`src/hdl/tfbb_pkg.sv`:
```
// Shared types and constants of the transformed frame bounding box block.
package tfbb_pkg;

	localparam int COEF_W  = 32;
	localparam int PIX_W   = 12;
	localparam int PROD_W  = COEF_W + PIX_W + 1;
	localparam int ACC_W   = PROD_W + 1;
	localparam int EXT_W   = 16;
	localparam int CNT_W   = $clog2(EXT_W);
	localparam int N_AXES  = 3;
	localparam int N_STEPS = 24;
	localparam int STEP_W  = $clog2(N_STEPS);
	localparam int DRAIN   = 2;
	localparam int CFG_W   = 3;

	localparam logic [STEP_W-1:0] LAST_STEP  = STEP_W'(N_STEPS - 1);
	localparam logic [STEP_W-1:0] LAST_DRAIN = STEP_W'(DRAIN - 1);
	localparam logic [1:0]        LAST_AXIS  = 2'(N_AXES - 1);

	localparam logic signed [COEF_W-1:0] COORD_MAX = {1'b0, {(COEF_W-1){1'b1}}};
	localparam logic signed [COEF_W-1:0] COORD_MIN = {1'b1, {(COEF_W-1){1'b0}}};

	typedef enum logic [CFG_W-1:0] {
		CFG_SPACING = 3'd0,
		CFG_X_FIRST = 3'd1,
		CFG_X_LAST  = 3'd2,
		CFG_Y_FIRST = 3'd3,
		CFG_Y_LAST  = 3'd4
	} cfg_idx_t;

	typedef enum logic [2:0] {
		ST_IDLE,
		ST_MAC,
		ST_DRAIN,
		ST_DIV_GO,
		ST_DIV_WAIT,
		ST_EMIT
	} state_t;

	typedef struct packed {
		logic              load;
		logic              mac_en;
		logic [STEP_W-1:0] step;
		logic              div_start;
		logic [1:0]        div_axis;
		logic              clear;
	} cmd_t;

	typedef struct packed {
		logic div_done;
	} stat_t;

	typedef struct packed {
		logic       vld;
		logic       term;
		logic [1:0] axis;
	} tag_t;

endpackage

```
`src/hdl/transformed_frame_bounding_box.sv`:
```
// Top level of the transformed frame bounding box block.
//
//  Channel   Handshake                    Beat
//  frame     start in, busy out           nine transform words, frame_valid, last_frame
//  result    done strobe out              extents, origins, no_valid_frames
//  config    cfg_valid in, cfg_ready out  cfg_index, cfg_data
//
// A valid frame that is not the last runs 24 products on the one shared 32 by 13
// multiplier, then the pipeline drain. An invalid frame that is not the last leaves
// the block idle. The last frame adds three divisions on the shared divider and the
// result strobe.
// Reset clears the box and loads the default configuration. The receiver cannot stall.
module transformed_frame_bounding_box (
	input  logic                        clk,
	input  logic                        arst_n,
	input  logic                        start,
	output logic                        busy,
	input  logic signed [31:0]          xform_r00,
	input  logic signed [31:0]          xform_r01,
	input  logic signed [31:0]          xform_t0,
	input  logic signed [31:0]          xform_r10,
	input  logic signed [31:0]          xform_r11,
	input  logic signed [31:0]          xform_t1,
	input  logic signed [31:0]          xform_r20,
	input  logic signed [31:0]          xform_r21,
	input  logic signed [31:0]          xform_t2,
	input  logic                        frame_valid,
	input  logic                        last_frame,
	input  logic                        cfg_valid,
	output logic                        cfg_ready,
	input  logic [tfbb_pkg::CFG_W-1:0]  cfg_index,
	input  logic [31:0]                 cfg_data,
	output logic                        done,
	output logic [15:0]                 extent_x,
	output logic [15:0]                 extent_y,
	output logic [15:0]                 extent_z,
	output logic signed [31:0]          origin_x,
	output logic signed [31:0]          origin_y,
	output logic signed [31:0]          origin_z,
	output logic                        no_valid_frames
);

	tfbb_pkg::cmd_t  cmd;
	tfbb_pkg::stat_t stat;

	assign cfg_ready = 1'b1;

	tfbb_ctrl u_ctrl (
		.clk         (clk),
		.arst_n      (arst_n),
		.start       (start),
		.frame_valid (frame_valid),
		.last_frame  (last_frame),
		.stat        (stat),
		.cmd         (cmd),
		.busy        (busy),
		.done        (done)
	);

	tfbb_dp u_dp (
		.clk             (clk),
		.arst_n          (arst_n),
		.cmd             (cmd),
		.stat            (stat),
		.cfg_we          (cfg_valid && cfg_ready),
		.cfg_index       (cfg_index),
		.cfg_data        (cfg_data),
		.xform_r00       (xform_r00),
		.xform_r01       (xform_r01),
		.xform_t0        (xform_t0),
		.xform_r10       (xform_r10),
		.xform_r11       (xform_r11),
		.xform_t1        (xform_t1),
		.xform_r20       (xform_r20),
		.xform_r21       (xform_r21),
		.xform_t2        (xform_t2),
		.frame_valid     (frame_valid),
		.extent_x        (extent_x),
		.extent_y        (extent_y),
		.extent_z        (extent_z),
		.origin_x        (origin_x),
		.origin_y        (origin_y),
		.origin_z        (origin_z),
		.no_valid_frames (no_valid_frames)
	);

endmodule

```
`src/hdl/tfbb_div.sv`:
```
// Restoring divider giving a quotient saturated to sixteen bits, one bit per cycle.
module tfbb_div (
	input  logic                        clk,
	input  logic                        arst_n,
	input  logic                        start,
	input  logic [31:0]                 dividend,
	input  logic [31:0]                 divisor,
	output logic [tfbb_pkg::EXT_W-1:0]  quotient,
	output logic                        done
);

	logic                        run_q;
	logic                        chk_q;
	logic                        done_q;
	logic [tfbb_pkg::CNT_W-1:0]  cnt_q;
	logic [tfbb_pkg::EXT_W-1:0]  dvd_q;
	logic [tfbb_pkg::EXT_W-1:0]  quo_q;
	logic [32:0]                 rem_q;
	logic [31:0]                 dvs_q;
	logic [32:0]                 rem_sh;
	logic                        fits;

	assign rem_sh = {rem_q[31:0], dvd_q[tfbb_pkg::EXT_W-1]};
	assign fits   = (rem_sh >= {1'b0, dvs_q});

	always_ff @(posedge clk or negedge arst_n) begin
		if (!arst_n) begin
			run_q  <= 1'b0;
			chk_q  <= 1'b0;
			done_q <= 1'b0;
			cnt_q  <= '0;
		end else if (start) begin
			run_q  <= 1'b1;
			chk_q  <= 1'b1;
			done_q <= 1'b0;
			cnt_q  <= '0;
		end else if (run_q && chk_q) begin
			chk_q <= 1'b0;
			if (rem_q >= {1'b0, dvs_q}) begin
				run_q  <= 1'b0;
				done_q <= 1'b1;
			end
		end else if (run_q) begin
			cnt_q <= cnt_q + 1'b1;
			if (cnt_q == {tfbb_pkg::CNT_W{1'b1}}) begin
				run_q  <= 1'b0;
				done_q <= 1'b1;
			end
		end else begin
			done_q <= 1'b0;
		end
	end

	always_ff @(posedge clk) begin
		if (start) begin
			rem_q <= {17'b0, dividend[31:16]};
			dvd_q <= dividend[15:0];
			dvs_q <= divisor;
		end else if (run_q && chk_q) begin
			if (rem_q >= {1'b0, dvs_q}) begin
				quo_q <= '1;
			end else begin
				quo_q <= '0;
			end
		end else if (run_q) begin
			dvd_q <= {dvd_q[tfbb_pkg::EXT_W-2:0], 1'b0};
			if (fits) begin
				rem_q <= rem_sh - {1'b0, dvs_q};
				quo_q <= {quo_q[tfbb_pkg::EXT_W-2:0], 1'b1};
			end else begin
				rem_q <= rem_sh;
				quo_q <= {quo_q[tfbb_pkg::EXT_W-2:0], 1'b0};
			end
		end
	end

	assign quotient = quo_q;
	assign done     = done_q;

endmodule

```
`src/hdl/tfbb_dp.sv`:
```
// Datapath: configuration registers, corner multiply-accumulate pipeline, box and extents.
module tfbb_dp (
	input  logic                        clk,
	input  logic                        arst_n,
	input  tfbb_pkg::cmd_t              cmd,
	output tfbb_pkg::stat_t             stat,
	input  logic                        cfg_we,
	input  logic [tfbb_pkg::CFG_W-1:0]  cfg_index,
	input  logic [31:0]                 cfg_data,
	input  logic signed [31:0]          xform_r00,
	input  logic signed [31:0]          xform_r01,
	input  logic signed [31:0]          xform_t0,
	input  logic signed [31:0]          xform_r10,
	input  logic signed [31:0]          xform_r11,
	input  logic signed [31:0]          xform_t1,
	input  logic signed [31:0]          xform_r20,
	input  logic signed [31:0]          xform_r21,
	input  logic signed [31:0]          xform_t2,
	input  logic                        frame_valid,
	output logic [15:0]                 extent_x,
	output logic [15:0]                 extent_y,
	output logic [15:0]                 extent_z,
	output logic signed [31:0]          origin_x,
	output logic signed [31:0]          origin_y,
	output logic signed [31:0]          origin_z,
	output logic                        no_valid_frames
);

	logic [31:0]                     spacing_q;
	logic [tfbb_pkg::PIX_W-1:0]      x_first_q, x_last_q, y_first_q, y_last_q;

	logic signed [31:0]              r0_q [tfbb_pkg::N_AXES];
	logic signed [31:0]              r1_q [tfbb_pkg::N_AXES];
	logic signed [31:0]              t_q  [tfbb_pkg::N_AXES];

	logic signed [31:0]              box_min_q [tfbb_pkg::N_AXES];
	logic signed [31:0]              box_max_q [tfbb_pkg::N_AXES];
	logic                            any_valid_q;
	logic [tfbb_pkg::EXT_W-1:0]      ext_q [tfbb_pkg::N_AXES];

	tfbb_pkg::tag_t                  tag_c, tag_s1, tag_s2;
	logic signed [31:0]              coef_c;
	logic [tfbb_pkg::PIX_W-1:0]      pix_c;
	logic signed [tfbb_pkg::PROD_W-1:0] prod_c, prod_s1;
	logic signed [tfbb_pkg::ACC_W-1:0]  acc_s2;
	logic signed [31:0]              t_sel;
	logic signed [31:0]              coord_c;
	logic signed [32:0]              diff_c [tfbb_pkg::N_AXES];
	logic [32:0]                     diff_sel;
	logic                            diff_pos;
	logic [tfbb_pkg::EXT_W-1:0]      quo;
	logic                            div_done;

	always_ff @(posedge clk or negedge arst_n) begin
		if (!arst_n) begin
			spacing_q <= 32'd32768;
			x_first_q <= 12'd0;
			x_last_q  <= 12'd819;
			y_first_q <= 12'd0;
			y_last_q  <= 12'd615;
		end else if (cfg_we) begin
			unique case (cfg_index)
				tfbb_pkg::CFG_SPACING: spacing_q <= cfg_data;
				tfbb_pkg::CFG_X_FIRST: x_first_q <= cfg_data[tfbb_pkg::PIX_W-1:0];
				tfbb_pkg::CFG_X_LAST:  x_last_q  <= cfg_data[tfbb_pkg::PIX_W-1:0];
				tfbb_pkg::CFG_Y_FIRST: y_first_q <= cfg_data[tfbb_pkg::PIX_W-1:0];
				tfbb_pkg::CFG_Y_LAST:  y_last_q  <= cfg_data[tfbb_pkg::PIX_W-1:0];
				default: ;
			endcase
		end
	end

	always_ff @(posedge clk) begin
		if (cmd.load) begin
			r0_q[0] <= xform_r00;
			r1_q[0] <= xform_r01;
			t_q[0]  <= xform_t0;
			r0_q[1] <= xform_r10;
			r1_q[1] <= xform_r11;
			t_q[1]  <= xform_t1;
			r0_q[2] <= xform_r20;
			r1_q[2] <= xform_r21;
			t_q[2]  <= xform_t2;
		end
	end

	// Step code is axis, corner and term; the corner picks the column and row.
	always_comb begin
		tag_c.vld  = cmd.mac_en;
		tag_c.term = cmd.step[0];
		tag_c.axis = cmd.step[4:3];
		pix_c  = '0;
		coef_c = '0;
		if (tag_c.term) begin
			pix_c = cmd.step[1] ? y_last_q : y_first_q;
		end else begin
			pix_c = cmd.step[2] ? x_last_q : x_first_q;
		end
		for (int a = 0; a < tfbb_pkg::N_AXES; a++) begin
			if (tag_c.axis == 2'(a)) begin
				coef_c = tag_c.term ? r1_q[a] : r0_q[a];
			end
		end
		prod_c = coef_c * $signed({1'b0, pix_c});
	end

	always_comb begin
		t_sel = '0;
		for (int a = 0; a < tfbb_pkg::N_AXES; a++) begin
			if (tag_s1.axis == 2'(a)) begin
				t_sel = t_q[a];
			end
		end
	end

	always_ff @(posedge clk or negedge arst_n) begin
		if (!arst_n) begin
			tag_s1 <= '0;
			tag_s2 <= '0;
		end else begin
			tag_s1 <= tag_c;
			tag_s2 <= tag_s1;
		end
	end

	always_ff @(posedge clk) begin
		prod_s1 <= prod_c;
		if (tag_s1.vld) begin
			if (tag_s1.term) begin
				acc_s2 <= acc_s2 + tfbb_pkg::ACC_W'(prod_s1);
			end else begin
				acc_s2 <= tfbb_pkg::ACC_W'(t_sel) + tfbb_pkg::ACC_W'(prod_s1);
			end
		end
	end

	always_comb begin
		if (acc_s2[tfbb_pkg::ACC_W-1:31] == '0 || acc_s2[tfbb_pkg::ACC_W-1:31] == '1) begin
			coord_c = acc_s2[31:0];
		end else if (acc_s2[tfbb_pkg::ACC_W-1]) begin
			coord_c = tfbb_pkg::COORD_MIN;
		end else begin
			coord_c = tfbb_pkg::COORD_MAX;
		end
	end

	always_ff @(posedge clk or negedge arst_n) begin
		if (!arst_n) begin
			for (int a = 0; a < tfbb_pkg::N_AXES; a++) begin
				box_min_q[a] <= tfbb_pkg::COORD_MAX;
				box_max_q[a] <= tfbb_pkg::COORD_MIN;
			end
			any_valid_q <= 1'b0;
		end else if (cmd.clear) begin
			for (int a = 0; a < tfbb_pkg::N_AXES; a++) begin
				box_min_q[a] <= tfbb_pkg::COORD_MAX;
				box_max_q[a] <= tfbb_pkg::COORD_MIN;
			end
			any_valid_q <= 1'b0;
		end else begin
			if (cmd.load && frame_valid) begin
				any_valid_q <= 1'b1;
			end
			for (int a = 0; a < tfbb_pkg::N_AXES; a++) begin
				if (tag_s2.vld && tag_s2.term && tag_s2.axis == 2'(a)) begin
					if (coord_c < box_min_q[a]) begin
						box_min_q[a] <= coord_c;
					end
					if (coord_c > box_max_q[a]) begin
						box_max_q[a] <= coord_c;
					end
				end
			end
		end
	end

	always_comb begin
		diff_sel = '0;
		for (int a = 0; a < tfbb_pkg::N_AXES; a++) begin
			diff_c[a] = {box_max_q[a][31], box_max_q[a]} - {box_min_q[a][31], box_min_q[a]};
			if (cmd.div_axis == 2'(a)) begin
				diff_sel = diff_c[a];
			end
		end
		diff_pos = !diff_sel[32] && (diff_sel[31:0] != '0);
	end

	tfbb_div u_div (
		.clk      (clk),
		.arst_n   (arst_n),
		.start    (cmd.div_start),
		.dividend (diff_sel[31:0]),
		.divisor  (spacing_q),
		.quotient (quo),
		.done     (div_done)
	);

	always_ff @(posedge clk) begin
		for (int a = 0; a < tfbb_pkg::N_AXES; a++) begin
			if (div_done && cmd.div_axis == 2'(a)) begin
				ext_q[a] <= diff_pos ? quo : '0;
			end
		end
	end

	assign stat.div_done   = div_done;
	assign extent_x        = any_valid_q ? ext_q[0] : '0;
	assign extent_y        = any_valid_q ? ext_q[1] : '0;
	assign extent_z        = any_valid_q ? ext_q[2] : '0;
	assign origin_x        = any_valid_q ? box_min_q[0] : '0;
	assign origin_y        = any_valid_q ? box_min_q[1] : '0;
	assign origin_z        = any_valid_q ? box_min_q[2] : '0;
	assign no_valid_frames = !any_valid_q;

endmodule

```
`src/hdl/tfbb_ctrl.sv`:
```
// Controller: sequences the corner products, the pipeline drain, the divisions and the result.
module tfbb_ctrl (
	input  logic             clk,
	input  logic             arst_n,
	input  logic             start,
	input  logic             frame_valid,
	input  logic             last_frame,
	input  tfbb_pkg::stat_t  stat,
	output tfbb_pkg::cmd_t   cmd,
	output logic             busy,
	output logic             done
);

	tfbb_pkg::state_t             state_q, state_d;
	logic [tfbb_pkg::STEP_W-1:0]  step_q;
	logic [1:0]                   axis_q;
	logic                         last_q;

	always_comb begin
		state_d = state_q;
		unique case (state_q)
			tfbb_pkg::ST_IDLE: begin
				if (start && frame_valid) begin
					state_d = tfbb_pkg::ST_MAC;
				end else if (start && last_frame) begin
					state_d = tfbb_pkg::ST_DIV_GO;
				end
			end
			tfbb_pkg::ST_MAC: begin
				if (step_q == tfbb_pkg::LAST_STEP) begin
					state_d = tfbb_pkg::ST_DRAIN;
				end
			end
			tfbb_pkg::ST_DRAIN: begin
				if (step_q == tfbb_pkg::LAST_DRAIN) begin
					state_d = last_q ? tfbb_pkg::ST_DIV_GO : tfbb_pkg::ST_IDLE;
				end
			end
			tfbb_pkg::ST_DIV_GO: state_d = tfbb_pkg::ST_DIV_WAIT;
			tfbb_pkg::ST_DIV_WAIT: begin
				if (stat.div_done) begin
					state_d = (axis_q == tfbb_pkg::LAST_AXIS) ? tfbb_pkg::ST_EMIT
						: tfbb_pkg::ST_DIV_GO;
				end
			end
			tfbb_pkg::ST_EMIT: state_d = tfbb_pkg::ST_IDLE;
			default: state_d = tfbb_pkg::ST_IDLE;
		endcase
	end

	always_ff @(posedge clk or negedge arst_n) begin
		if (!arst_n) begin
			state_q <= tfbb_pkg::ST_IDLE;
			step_q  <= '0;
			axis_q  <= '0;
			last_q  <= 1'b0;
		end else begin
			state_q <= state_d;
			if (state_q == tfbb_pkg::ST_IDLE && start) begin
				last_q <= last_frame;
			end
			if (state_q != state_d) begin
				step_q <= '0;
			end else if (state_q == tfbb_pkg::ST_MAC || state_q == tfbb_pkg::ST_DRAIN) begin
				step_q <= step_q + 1'b1;
			end
			if (state_q == tfbb_pkg::ST_IDLE) begin
				axis_q <= '0;
			end else if (state_q == tfbb_pkg::ST_DIV_WAIT && stat.div_done) begin
				axis_q <= axis_q + 1'b1;
			end
		end
	end

	always_comb begin
		cmd.load      = (state_q == tfbb_pkg::ST_IDLE) && start;
		cmd.mac_en    = (state_q == tfbb_pkg::ST_MAC);
		cmd.step      = step_q;
		cmd.div_start = (state_q == tfbb_pkg::ST_DIV_GO);
		cmd.div_axis  = axis_q;
		cmd.clear     = (state_q == tfbb_pkg::ST_EMIT);
		busy          = (state_q != tfbb_pkg::ST_IDLE);
		done          = (state_q == tfbb_pkg::ST_EMIT);
	end

`ifndef SYNTH
	a_valid_starts_mac: assert property (@(posedge clk) disable iff (!arst_n)
		(state_q == tfbb_pkg::ST_IDLE && start && frame_valid)
		|=> (state_q == tfbb_pkg::ST_MAC && step_q == '0))
		else $error("A valid frame did not start the corner sequence at step zero.");
	a_emit_one_cycle: assert property (@(posedge clk) disable iff (!arst_n)
		(state_q == tfbb_pkg::ST_EMIT) |=> (state_q == tfbb_pkg::ST_IDLE))
		else $error("The result strobe lasted more than one cycle.");
	a_div_done_expected: assert property (@(posedge clk) disable iff (!arst_n)
		stat.div_done |-> (state_q == tfbb_pkg::ST_DIV_WAIT))
		else $error("The divider finished while the controller was not waiting for it.");
	a_axis_in_range: assert property (@(posedge clk) disable iff (!arst_n)
		(state_q == tfbb_pkg::ST_DIV_GO) |-> (axis_q <= tfbb_pkg::LAST_AXIS))
		else $error("A division was started for an axis that does not exist.");
`endif

endmodule
```
`config.mk`:
```
export PLATFORM = sky130hd
export DESIGN_NAME = transformed_frame_bounding_box
export DESIGN_NICKNAME = d
export VERILOG_FILES = /design/src/hdl/tfbb_pkg.sv /design/src/hdl/transformed_frame_bounding_box.sv /design/src/hdl/tfbb_div.sv /design/src/hdl/tfbb_dp.sv /design/src/hdl/tfbb_ctrl.sv
export SDC_FILE = /design/constraint.sdc
export NUM_CORES = 2
export LEC_CHECK = 0
export BUFFER_PORTS_ARGS = -buffer_cell sky130_fd_sc_hd__buf_2
export CAP_MARGIN = 10
export CORE_MARGIN = 8
export CORE_UTILIZATION = 60
export CTS_CLUSTER_DIAMETER = 100
export DETAILED_ROUTE_END_ITERATION = 10
export PLACE_DENSITY = 0.91
export SYNTH_ARGS = -nofsm -noshare
export SYNTH_HDL_FRONTEND = slang
export SYNTH_SLANG_ARGS = --single-unit
```
`constraint.sdc`:
```
create_clock -name clk -period 12.1 [get_ports clk]
set_input_delay 3.025 -clock clk [delete_from_list [all_inputs] [get_ports clk]]
set_output_delay 3.025 -clock clk [all_outputs]
set_load 0.02 [all_outputs]
```
---- Word level (Yosys, flattened, before mapping) ----
Memory sizes are Yosys's and may differ from the RTL's.
Index checks and enable logic that the tools add are counted.
storage, ports and cells
  register bits ........................... 487
  memory bits (writable) .................. 336
  bits of input ports ..................... 329
  output and inout port bits .............. 148
  word-level logic and storage cells ...... 234
  memories ................................ 4
operators by class
  $add $sub $neg .......................... 9
  $mul .................................... 1
  magnitude comparators ................... 8
  equality and inequality tests ........... 25
  muxes and demuxes ....................... 93
  bitwise operators ....................... 2
  reductions and logical operators ........ 59
memories
  name        words  bits a word  rd ports  clocked after memory_dff  write ports  line           source
  u_dp.r0_q   3      32           3         0                         3            tfbb_dp.sv:32  logic signed [31:0] r0_q [tfbb_pkg::N_AXES];
  u_dp.r1_q   3      32           3         0                         3            tfbb_dp.sv:33  logic signed [31:0] r1_q [tfbb_pkg::N_AXES];
  u_dp.t_q    3      32           3         0                         3            tfbb_dp.sv:34  logic signed [31:0] t_q [tfbb_pkg::N_AXES];
  u_dp.ext_q  3      16           3         0                         1            tfbb_dp.sv:39  logic [tfbb_pkg::EXT_W-1:0] ext_q [tfbb_pkg::N_AXES];
operator list
  cell                  number
  $mux 32               26
  $mux 16               15
  $mux 96               2
  $mux 33               4
  $sub 32x32->33        3
  $gt 32x32->1          3
  $lt 32x32->1          3
  $ge 33x32->1          2
  $add 32x45->46        1
  $add 46x45->46        1
  $mux 46               1
  $mul 32x13->45        1
  $mux 12               3
  $sub 33x32->33        1
  $reduce_bool 32->1    1
  $reduce_or 16->1      2
  $reduce_and 2->1      15
  $reduce_bool 2->1     15
  $mux 1                25
  $mux 3                6
  $eq 15x15->1 const B  1
  $logic_not 15->1      1
  $pmux 3 s5            1
  $logic_and 1x1->1     14
  24 further kinds      50

---- Logic depth before layout (Yosys ltp) ----
  word-level depth ........................ 9
  gate-level depth with buffers ........... 29
  depth with buffers taken out ............ 27

---- By module ----
From an unflattened synthesis, not the netlist that was laid out.
second synthesis, totals
  cell total of the unflattened synthesis .. 6159
  area total of the unflattened synthesis .. 61600.3 µm²
modules (own cells, without submodules)
  module                          instances  cells each  area an instance (µm²)  seq. area each (µm²)
  tfbb_dp                         1          5399        54010.6                 19540.0
  tfbb_div                        1          678         6781.5                  2917.8
  tfbb_ctrl                       1          80          797.0                   275.3
  transformed_frame_bounding_box  1          2           11.3                    0.0

---- Worst setup path after synthesis ----
Ideal clock, no wire load.
  path type ............................... input to register
  from .................................... input port start
  to ...................................... register u_ctrl.step_q[1] in the netlist's numbering
  setup time .............................. 138 ps
  arrival ................................. 12509 ps
  data required time ...................... 11962 ps
  setup slack ............................. -547 ps
  stages on the path ...................... 6
  path buffers ............................ 1
  cells stage by stage .................... and3_1 > clkbuf_1 > o21ai_0 > o211ai_1 > o32a_1 > a211oi_1
on the way
  cells in the longest elaborated chain, start to end .. 6
  elaborated cells between the ends (all ways) .. 8
  those cells by class .................... 1 x eq/ne; 4 x mux; 3 x reduce/logical
ends and longest elaborated chain
  item                                         line                                  source
  start, declared                              transformed_frame_bounding_box.sv:16  input logic start,
  $logic_and 1x1->1                            tfbb_ctrl.sv:25                       end else if (start && last_frame) begin
  $mux 3                                       tfbb_ctrl.sv:25
  $mux 3 *                                     tfbb_ctrl.sv:23                       if (start && frame_valid) begin
  $pmux 3 s5 *                                 tfbb_ctrl.sv:21                       unique case (state_q)
  net u_ctrl.state_d[0]                        tfbb_ctrl.sv:14                       tfbb_pkg::state_t state_q, state_d;
  $ne 3x3->1 *                                 tfbb_ctrl.sv:62                       if (state_q != state_d) begin
  $mux 5 or $reduce_bool 2->1 (tied branches)  --
  end signal, assigned                         tfbb_ctrl.sv:65                       step_q <= step_q + 1'b1;
  end, declared                                tfbb_ctrl.sv:15                       logic [tfbb_pkg::STEP_W-1:0] step_q;
The timed path passes the listed nets; every way through them passes the cells marked *.
A chain may end at the register's enable or synchronous reset.

---- Worst setup path after layout ----
  from .................................... register u_ctrl.step_q[3] in the netlist's numbering
  to ...................................... register u_dp.prod_s1[41] in the netlist's numbering
on the way
  cells in the longest elaborated chain, start to end .. 5
  elaborated cells between the ends (all ways) .. 7
  those cells by class .................... 1 x mul; 2 x eq/ne; 3 x mux; 1 x reduce/logical
ends and longest elaborated chain
  item                      line            source
  $logic_not 2->1           tfbb_dp.sv:100  if (tag_c.axis == 2'(a)) begin
  $mux 32 (2 in series)     tfbb_dp.sv:100
  $mux 32 *                 tfbb_dp.sv:100
  $mul 32x13->45 *          tfbb_dp.sv:104  prod_c = coef_c * $signed({1'b0, pix_c});
  net u_dp.prod_c, one bit  tfbb_dp.sv:44   logic signed [tfbb_pkg::PROD_W-1:0] prod_c, prod_s1;
  end signal, assigned      tfbb_dp.sv:127  prod_s1 <= prod_c;
  end, declared             tfbb_dp.sv:44
Marks and branches as above.

==> impl_metrics.yaml <==
critical_path:
  worstPathRequired_ns: 12.67
  critPathMostFrequentCell: "fa_1"
  cpMaxStageDelayCell: "o21ai_0"
  endpoint_kind: "register"
  slowest_delay_ns: 0.84
  path_buf_inv: 5
  ff2ff_setup_slack_ns: 3.19
  startpoint_type: "register"
  criticalPathCategory: "register to register"
  crit_path_max_fanout: 34
  critical_path.cell_chain: "inv_2, nand2_1, o21ai_0, nor2_1, fa_1, inv_1, fa_1, inv_1, fa_1, fa_1, inv_1, fa_1, inv_1, ha_1, a21o_1, a21oi_1, o21ai_0, a31oi_1, o21ai_0, o41ai_1, o31ai_1, a21o_1, a21oi_1, xnor2_1"
  arrival_ns: 9.48
  path_delay_family: "compound AO/OA/AOI/OAI gates"
global_routing:
  antenna_found_initial: 15
  track_usage: 0.3282
  grt_max_degree: 113
  grt_pass1_wl_um: 288000
  grt_pass1_vias: 50480
  gr-total-overflow: 0
clocking:
  clkLatencyLatePin_ns: 0.69
  ctsResizeCount: 0
  post_cts_buffers: 0
  clock_path_buffers: 3
  postCtsHoldBufs: 0
  path_clk_slew_ns: 0.06
  clockRootBuffer: "clkbuf_16"
  cts_buffers: 87
  cts-htree-levels: 3
  clock-sinks: 823
  cts_tree: "yes"
sta:
  period_needed_ns: 8.907
  finalHoldViolations: 0
  worst_slack_ns: 3.193
  holdWs_ns: 0.4402
  rsz0062_at_grt: "no"
  tns_ns: 0
  slew_viol_final: 0
  final-setup-viol-count: 0
  timing.final.crit_share: 0.7361
  relSlewSlack: 0.1997
  clock_skew_ns: 0.04748
  fmax_mhz: 112.3
  tightest_slew_ns: 1.193
placed_design:
  place_congestion: 1.028
  placed_area_sq_um: 65340
  port-buffer-count: 475
  dp_hpwl_um: 146700
  pre_cts_slack_ns: 3.295
synthesis:
  synth_warnings: 0
  syn_area_sq_um: 61430
  synth_compound_area_frac: 0.1259
  synth_area_leaders: "edfxtp_1 23%, fa_1 11%, ha_1 10%"
  ys_ff_latch: 823
  synthMuxAreaShare: 0.07836
  yosysTopAreaCell: "edfxtp_1"
  yosysMostFrequentCell: "inv_1"
  synth.distinct_cells: 98
  yosys.area_share.simple: 0.1238
  ys_async_sr_fraction: 0.3633
  synthTopCellsByCount: "781 x inv_1, 614 x nor2_1, 565 x nand2_1"
  ys_seq_area_frac: 0.3701
  syn_inst: 6199
  synth_top_family_by_area: "adder cells"
  synth-edff-count: 462
  synthFlopType: "edfxtp_1"
  synthAdderAreaFrac: 0.2134
  yosysTopAreaCellShare: 0.2258
  avgSynthCellArea_sq_um: 9.909
  synth_nets: 7370
  synthXorXnorAreaFrac: 0.02467
outcome:
  status: "complete, no violations"
floorplanning:
  rows: 117
  die_area_sq_um: 112900
  fp.coreArea_sq_um: 101600
  die_h_um: 336.0
  die_w_um: 336.0
  start_util: 0.6046
  io_pins: 477
flow_run:
  maxCapViolCount: 0
route:
  first_pass_iters: 8
  avgRoutedWirePerCell_um: 23.54
  ant_nets: 0
  drt_iter0_drc: 5064
  drc: 0
  wirelength_um: 189600
  vias: 49430
  viasPerCell: 6.137
cells_and_area:
  nNetsFinal: 7774
  final_cell_area_sq_um: 68440
  drive_gt1_frac: 0.1510
  area_growth_pct: 11.41
min_path:
  hp-class: "register to register"
worst paths after layout:
path / from / to / depth (start not counted)
worst min register to register: u_dp.spacing_q[18] / u_dp.u_div.dvs_q[18] / 0
max in group asynchronous: arst_n / u_dp.spacing_q[16] / 3
worst min-delay path: u_dp.spacing_q[18] / u_dp.u_div.dvs_q[18] / 0
min in group asynchronous: arst_n / u_ctrl.axis_q[0] / 1
worst max-delay path: u_ctrl.step_q[3] / u_dp.prod_s1[41] / 24
worst max register to register: u_ctrl.step_q[3] / u_dp.prod_s1[41] / 24
per-layer routing:
layer | part of all wire | vias to the layer above | track usage
met1 | 0.36 | 23930 | 0.3910
met2 | 0.46 | 2652 | 0.5401
met4 | 0.071 | 12 | 0.1945
met3 | 0.10 | 688 | 0.08069
li1 | - | 22150 | -
met5 | 0.00039 | - | 0
placed cells by master (no fill, tap or decap), types with 22 or more instances in the layout:
cell type / instances
nor2b_1: 67
and2_1: 73
inv_1: 779
nand4_1: 81
a211oi_1: 69
a21oi_1: 361
xor2_1: 61
mux2i_1: 320
dfrtp_1: 184
mux2_2: 107
ha_1: 499
nor2_1: 613
xnor2_1: 112
o21a_1: 65
nor3_1: 55
nand2b_1: 57
nand2_1: 564
nand3_1: 66
dfxtp_1: 62
edfxtp_1: 462
clkbuf_16: 89
buf_4: 82
buf_2: 474
dfstp_2: 109
a31oi_1: 28
fa_1: 343
o21ai_0: 205
and3_1: 22
o22ai_1: 25
a21o_1: 176
o21bai_1: 30
o211ai_1: 27
final cells by class:
type	count	area, sq um
antenna	10	25.02
clock buffer	112	2384
clock inverter	51	673.1
fill	7598	33160
inverter	785	2947
multi-input combinational	4348	34940
sequential	823	22740
tap	1368	1712
timing repair buffer	558	3015
state kept, by name, summed over array words and instances (netlist names), 16 cells and up:
register	flops
u_dp.box_min_q	96
u_dp.prod_s1	45
u_dp.u_div.quotient	16
u_dp.box_max_q	96
u_dp.u_div.rem_q	33
u_dp.t_q	96
u_dp.u_div.dvs_q	32
u_dp.u_div.dvd_q	16
u_dp.r0_q	96
u_dp.spacing_q	32
u_dp.r1_q	96
u_dp.acc_s2	46
u_dp.ext_q	48
logic make-up (layout without fill, tap and decap cells):
group,Yosys count,count (layout)
xor gates and xnor gates,173,173
other,1,11
muxes,445,445
DFF,823,823
buffers and inverters,1028,1506
AOI/OAI and AO/OA,1193,1193
adders and majority gates,842,842
and+or+nand+nor,1694,1694
stage by stage:
step           instances    util
2_1_floorplan       6199       -
3_3_place_gp        7881  0.6432
3_5_place_dp        7881  0.6432
4_1_cts             8044  0.6733
5_1_grt             8050  0.6735
6_report            8055  0.6736
Power is not shown: default switching activity piles up to over one toggle a cycle in this logic, so the estimate is an artifact.
